$ cat src/sv/pstfe_pkg.sv
// package for the probed slot table: sizes, status codes and the
// command/status structs shared by the controller and the datapath
// no dependencies
`default_nettype none

package pstfe_pkg;

  // table geometry (slot count is a power of two: the home slot is the low key bits)
  localparam int SLOT_COUNT   = 256;
  localparam int SLOT_W       = $clog2(SLOT_COUNT);
  localparam int PROBE_WINDOW = 8;
  localparam int CNT_W        = (PROBE_WINDOW > 1) ? $clog2(PROBE_WINDOW) : 1;

  // field widths
  localparam int KEY_W   = 32;
  localparam int STAMP_W = 32;
  localparam int IDX_W   = 8;
  localparam int STS_W   = 2;

  // stream widths
  localparam int S_DATA_W = 32;
  localparam int S_USER_W = 1;
  localparam int M_DATA_W = 16;

  typedef enum logic [STS_W-1:0] {
    STS_HIT   = 2'd0,
    STS_CLAIM = 2'd1,
    STS_FULL  = 2'd2,
    STS_FRAME = 2'd3
  } status_e;

  typedef enum logic {
    OP_LOOKUP = 1'b0,
    OP_FRAME  = 1'b1
  } op_e;

  // controller to datapath
  typedef struct packed {
    logic start;  // take the input transfer
    logic step;   // evaluate one probed slot
    logic emit;   // move the result into the output register
  } dp_cmd_t;

  // datapath to controller
  typedef struct packed {
    logic direct;    // input needs no walk: frame advance or zero key
    logic done;      // the walk has decided this cycle
    logic out_free;  // output register can take a result
  } dp_sts_t;

endpackage : pstfe_pkg

`default_nettype wire

$ cat src/sv/pstfe_ctrl.sv
// controller state machine of the probed slot table
// depends on pstfe_pkg
`default_nettype none

module pstfe_ctrl (
  input  wire logic              clk_i,
  input  wire logic              rst_ni,
  input  wire logic              in_valid_i,
  output logic                   in_ready_o,
  input  wire pstfe_pkg::dp_sts_t sts_i,
  output pstfe_pkg::dp_cmd_t     cmd_o
);
  import pstfe_pkg::*;

  typedef enum logic [2:0] {
    ST_IDLE  = 3'b001,
    ST_PROBE = 3'b010,
    ST_RESP  = 3'b100
  } state_e;

  state_e state_q, state_d;

  always_ff @(posedge clk_i or negedge rst_ni) begin
    if (!rst_ni) begin
      state_q <= ST_IDLE;
    end else begin
      state_q <= state_d;
    end
  end

  always_comb begin
    state_d    = state_q;
    cmd_o      = '0;
    in_ready_o = 1'b0;
    case (state_q)
      ST_IDLE: begin
        in_ready_o = 1'b1;
        if (in_valid_i) begin
          cmd_o.start = 1'b1;
          state_d     = sts_i.direct ? ST_RESP : ST_PROBE;
        end
      end
      ST_PROBE: begin
        cmd_o.step = 1'b1;
        if (sts_i.done) begin
          state_d = ST_RESP;
        end
      end
      ST_RESP: begin
        if (sts_i.out_free) begin
          cmd_o.emit = 1'b1;
          state_d    = ST_IDLE;
        end
      end
      default: begin
        state_d = ST_IDLE;
      end
    endcase
  end

endmodule : pstfe_ctrl

`default_nettype wire

$ cat config.mk
export PLATFORM = sky130hd
export DESIGN_NAME = pstfe_ctrl
export DESIGN_NICKNAME = d
export VERILOG_FILES = /design/src/sv/pstfe_pkg.sv /design/src/sv/pstfe_ctrl.sv
export SDC_FILE = /design/constraint.sdc
export NUM_CORES = 1
export LEC_CHECK = 0
export ABC_AREA = 1
export BUFFER_PORTS_ARGS = -buffer_cell sky130_fd_sc_hd__buf_2
export CELL_PAD_IN_SITES_DETAIL_PLACEMENT = 2
export CELL_PAD_IN_SITES_GLOBAL_PLACEMENT = 2
export CORE_AREA = 3 3 40 42
export DETAILED_ROUTE_END_ITERATION = 10
export DIE_AREA = 0 0 43 45
export HOLD_SLACK_MARGIN = 0.03
export PLACE_DENSITY = 0.7
export SLEW_MARGIN = 20
export SYNTH_ARGS = -nofsm -noshare
export SYNTH_HDL_FRONTEND = slang
export SYNTH_SLANG_ARGS = --single-unit
$ cat constraint.sdc
create_clock -name clk_i -period 0.9 [get_ports clk_i]
set_input_delay 0.09 -clock clk_i [delete_from_list [all_inputs] [get_ports clk_i]]
set_output_delay 0.09 -clock clk_i [all_outputs]
set_load 0.05 [all_outputs]
==> flow_summary_export.csv, run 1 <==
group,metric,value,unit
synthesis,yosysWarnings,0,
worst_setup_path,required,0.81,ns
grt,track_usage,0.0960,
drt,drt_iter0_drc,0,
worst_setup_path,critical_path_buf_inv_count,1,
drt,num_vias,282,
synthesis,async_reset_ff_frac,1.00,
drt,ant_nets,0,
finish,utilization,0.343,
die,die_h,45,µm
worst_setup_path,crit_chain,"nand3_4, nor2_4, buf_8",
power,switching_power,860,µW
clock_network,h-tree-depth,1,
timing,grt_setup_unrepaired,"yes",
grt,grt_pass1_vias,323,
power,sw_frac_of_total,0.481,
finish,layout.cell_area.non_filler,440,µm²
worst_setup_path,critPathLaunchType,"flip-flop",
clock_network,insertion_delay,0.22,ns
clock_network,cts_buffers,3,
finish,largest_reg_flops,3,
clock_network,clock_path_buffers,2,
timing,tightest_slew,0.205,ns
place,dp_hpwl,547,µm
drt,drc,0,
synthesis,syn_avg_cell_area,6.53,µm²
die,die_area,1940,µm²
drt,vias_per_cell,4.21,
die,pin_count,10,
drt,wl_per_cell,11.3,µm
timing,finalSetupViolCount,7,
worst_setup_path,cpPeakStageDelay,0.59,ns
synthesis,netlist_top_cells_area,"dfrtp_1 (24%), inv_1 (14%), dfstp_2 (13%)",
timing,fin_ws,-0.392,ns
power,p_comb_frac,0.704,
clock_network,cts_root_buf,"clkbuf_4",
synthesis,synth-edff-count,0,
grt,grt_max_degree,6,
timing,max_freq,774,MHz
synthesis,synth_cell_type_count,13,
place,place_inst,59,
synthesis,yosysTopAreaCellShare,0.240,
clock_network,clock_sinks,3,
finish,n_fill_cell,157,
finish,final_common_cell,"inv_1",
power,ir_drop,1700,µV
worst_setup_path,path_class,"reg2out",
power,p_seq_frac,0.170,
worst_setup_path,critPathTopFamily,"flip-flops",
finish,final_nets,59,
run_status,status,"finished with violations",
die,start_util,0.163,
drt,dr.pass1.iters,1,
place,place_area,322,µm²
finish,final_layout_size_suffix_gt1_frac,0.577,
synthesis,netlist_area,209,µm²
finish,n_antenna_cell,0,
run_status,violations,"setup timing",
place,place_congestion,0.718,
finish,largestRegisters,"state_q: 3 flops",
finish,layout_common_cells,"inv_1 (7), buf_2 (5), buf_4 (5), nand2_1 (4)",
worst_setup_path,arrival,1.20,ns
grt,grt_pass1_wl,1410,µm
synthesis,yosysTopAreaCell,"dfrtp_1",
timing,maxSlewViolCount,0,
finish,syn2layout_area_growth,111,%
clock_network,clkTransAtPathRegs,0.04,ns
timing,clock_skew,0.00192,ns
synthesis,synth_flop_cell,"dfrtp_1",
synthesis,synthCells,32,
die,core-area,1280,µm²
place,io_buffers,9,
timing,final.min_clock_period,1.29,ns
drt,wirelength,757,µm
timing,slew_headroom,0.862,
job,maxCapViolCount,0,
worst_setup_path,slowest_stage,"dfstp_2",
worst_setup_path,worst_setup_path_end_kind,"output pin",
synthesis,synth-seq-area-share,0.365,
grt,antenna_found_initial,0,
synthesis,syn_nets,38,
worst_hold_path,hold_class,"in2reg",
place,pre_cts_slack,-0.309,ns
power,clkPwrFrac,0.126,
finish,fin_cells,67,
timing,fin_crit_sh,1.44,
timing,finalHoldViolations,0,
finish,top_register,"state_q",
die,rows,13,
worst_setup_path,path_max_fanout,5,
clock_network,cts_tree,"done",
die,die_w,43,µm
grt,overflow,0,
power,p_per_area,4060,nW/µm²
synthesis,synth-seq-cells,3,
power,p_leak,0.000238,µW
power,power.internal,930,µW
==> per-stage QoR <==
step,hold slack (ns),total power (µW),TNS [ns]
after floorplan,-0.206,923,-1.34
after global placement,-0.112,1160,-1.41
after detailed placement,-0.111,1180,-1.59
after CTS,0.149,1740,-2.12
after global routing,0.172,1990,-2.81
final,0.155,1790,-2.21
==> synthesized netlist by cell type, types with 2 or more instances <==
library cell,number
nor2_1,4
nand3_1,3
nand4_1,2
nand2_1,5
inv_1,8
dfrtp_1,2
o21ai_1,2
==> layout make-up <==
cell class / count / area (µm²) / share of cell area
Tap cell: 15 / 18.8 / 0.0426
Clock buffer: 4 / 26.3 / 0.0597
Timing Repair Buffer: 16 / 136 / 0.310
Sequential cell: 3 / 76.3 / 0.173
Multi-Input combinational cell: 19 / 140 / 0.318
Inverter: 10 / 42.5 / 0.0966
==> final timing paths <==
check | start | to | slack, ns | cells after the start
setup / recovery | state_q[0] | cmd_o[2] | -0.39 | 3
hold / removal | sts_i[2] | state_q[1] | 0.16 | 4
setup reg to reg | state_q[0] | state_q[2] | -0.29 | 5
hold reg to reg | state_q[0] | state_q[0] | 0.62 | 2
max in group asynchronous | rst_ni | state_q[0] | 0.52 | 2
min in group asynchronous | rst_ni | state_q[1] | 0.19 | 2
==> timing repair <==
item                       CTS  global route
pin swaps                    4             2
setup buffers                2             2
resized for setup           15             3
hold endpoints to repair     3             0
setup endpoints to repair    7             7
hold buffers                 1             0
cloned                       0             0
==> layer usage <==
metal  part of all wire  GRT usage  routed length (µm)
met5                  0          0                   0
met3              0.021     0.0120                  16
met1               0.42      0.107                 319
met2               0.56      0.195                 421
met4                  0     0.0181                   0
==> cell families after synthesis <==
group	after synthesis	share of synthesized area
DFF	3	0.365
AOI/OAI and AO/OA	2	0.0479
and+or+nand+nor	17	0.401
buffers and inverters	10	0.186
==> power groups by stage <==
stage                     logic, µW  registers, µW  clock network (µW)
after CTS                      1210            301                 233
after global routing           1410            320                 259
final                          1260            305                 226
after floorplan                 627            296                   0
after detailed placement        883            294                   0
after global placement          873            285                   0
==> tightest hold or removal path, cell delays in order <==
cell     delay [ns]
buf_2          0.07
inv_1          0.05
nand2_2        0.07
o21ai_2        0.05
(Power assumes the default switching activity.)
==> run 2, diff against run 1 <==
--- a/config.mk
+++ b/config.mk
@@ -13,7 +13,7 @@
 export DETAILED_ROUTE_END_ITERATION = 10
 export DIE_AREA = 0 0 43 45
 export HOLD_SLACK_MARGIN = 0.03
-export PLACE_DENSITY = 0.7
+export PLACE_DENSITY_LB_ADDON = 0.05
 export SLEW_MARGIN = 20
 export SYNTH_ARGS = -nofsm -noshare
 export SYNTH_HDL_FRONTEND = slang
==> run 2 against run 1 <==
Compared with the run above: the run still ends with setup timing left; count of clock-buffer cells in the layout stayed put; global-route usage grew 2.7 points; sequential share of layout area fell by 3.0 points; die area unchanged; power rose by 23%; first-iteration DRC count unchanged; sequential power down 7.2%; largest cell class is now buffers.
==> flow_summary_export.csv, run 2 (synthesis gave the netlist of run 1 again) <==
group,metric,value,unit
place,dp_hpwl,597,µm
timing,slew_headroom,0.853,
grt,antenna_found_initial,0,
finish,largest_reg_flops,3,
grt,overflow,0,
drt,vias_per_cell,4.15,
power,p_leak,0.000271,µW
drt,num_vias,303,
die,die_w,43,µm
finish,syn2layout_area_growth,155,%
clock_network,cts_buffers,3,
finish,final_nets,65,
place,place_inst,63,
timing,fin_ws,-0.411,ns
finish,fin_cells,73,
worst_setup_path,required,0.81,ns
grt,grt_pass1_wl,1600,µm
power,ir_drop,1520,µV
job,maxCapViolCount,0,
worst_setup_path,critPathLaunchType,"flip-flop",
timing,grt_setup_unrepaired,"yes",
clock_network,h-tree-depth,1,
worst_setup_path,crit_chain,"nand3_4, nor2_4, buf_6",
die,die_h,45,µm
finish,n_antenna_cell,0,
timing,final.min_clock_period,1.31,ns
worst_setup_path,path_class,"reg2out",
die,die_area,1940,µm²
worst_setup_path,worst_setup_path_end_kind,"output pin",
clock_network,cts_root_buf,"clkbuf_4",
drt,wirelength,978,µm
finish,n_fill_cell,150,
clock_network,clkTransAtPathRegs,0.04,ns
worst_setup_path,arrival,1.22,ns
die,rows,13,
worst_setup_path,slowest_stage,"dfstp_2",
drt,ant_nets,0,
die,core-area,1280,µm²
timing,tightest_slew,0.220,ns
timing,fin_crit_sh,1.46,
finish,final_common_cell,"buf_4",
timing,clock_skew,0.000789,ns
place,io_buffers,9,
clock_network,insertion_delay,0.23,ns
finish,utilization,0.415,
timing,finalSetupTns,-2.35,ns
worst_hold_path,hold_class,"in2reg",
place,pre_cts_slack,-0.308,ns
drt,drc,0,
timing,max_freq,763,MHz
timing,finalHoldViolations,0,
finish,final_layout_size_suffix_gt1_frac,0.672,
die,start_util,0.163,
timing,worst_hold_slack,0.170,ns
finish,largestRegisters,"state_q: 3 flops",
grt,track_usage,0.123,
drt,wl_per_cell,13.4,µm
grt,grt_pass1_vias,357,
die,pin_count,10,
finish,seqCellArea,76.3,µm²
drt,dr.pass1.iters,1,
clock_network,clock_path_buffers,2,
finish,top_register,"state_q",
clock_network,cts_tree,"done",
worst_setup_path,path_max_fanout,4,
worst_setup_path,cpPeakStageDelay,0.58,ns
run_status,violations,"setup timing",
run_status,status,"finished with violations",
power,p_per_area,4120,nW/µm²
grt,grt_max_degree,5,
clock_network,clock_sinks,3,
finish,layout_common_cells,"buf_4 (7), buf_6 (6), inv_1 (5), buf_2 (5), nand2_1 (4)",
timing,finalSetupViolCount,7,
timing,maxSlewViolCount,0,
drt,drt_iter0_drc,0,
place,place_congestion,0.616,
finish,multi_input_area,161,µm²
==> run 2: cell count changes in the layout (fill, tap and decap cells not counted), sizes merged <==
cell and change:
buf +6
==> run 2: worst paths after layout <==
path	from	to	slack (ns)	cells past startpoint
setup reg to reg	state_q[0]	state_q[2]	-0.36	6
setup / recovery	state_q[0]	cmd_o[2]	-0.41	3
hold reg to reg	state_q[0]	state_q[0]	0.66	2
max in group asynchronous	rst_ni	state_q[0]	0.53	2
min in group asynchronous	rst_ni	state_q[2]	0.18	2
hold / removal	sts_i[1]	state_q[1]	0.17	4
==> run 2: critical path, delay by kind of cell (launching register included) <==
kind	cells	cell delay [ns]
flip-flops	1	0.58
AND/OR/NAND/NOR	2	0.25
buffers and inverters	1	0.16
==> run 2: routing by layer <==
metal | global-route usage | up-vias | share of wire
li1 | - | 150 | -
met1 | 0.0918 | 147 | 0.33
met2 | 0.260 | 6 | 0.63
met3 | 0.0279 | 0 | 0.043
met4 | 0.0904 | 0 | 0
met5 | 0 | - | 0
==> run 2: timing repair <==
action                                  in CTS  in global routing
pin swaps                                    2                  2
endpoints found under the setup margin       7                  7
resized for setup                           21                  6
hold buffers                                 1                  0
hold endpoints to repair                     3                  0
setup buffers                                3                  2
==> run 2: metrics by stage <==
step | cell area (µm²) | total power (µW)
floorplan | 235 | 923
global placement | 352 | 1280
detailed placement | 352 | 1310
CTS | 479 | 1940
global route | 533 | 2370
finish | 533 | 2190
==> run 2: cell type report <==
| class | count | share of cell area |
|---|---|---|
| Multi-Input combinational cell | 19 | 0.303 |
| Timing Repair Buffer | 22 | 0.385 |
| Sequential cell | 3 | 0.143 |
| Clock buffer | 4 | 0.0493 |
| Tap cell | 15 | 0.0352 |
| Inverter | 10 | 0.0845 |
==> run 2: power by group <==
group | leakage, µW | switching [µW] | total [µW] | internal, µW
Clock | 0.0000150 | 65.9 | 232 | 166
Sequential | 0.0000368 | 64.4 | 283 | 218
Combinational | 0.000219 | 886 | 1680 | 794
Total | 0.000271 | 1020 | 2190 | 1180
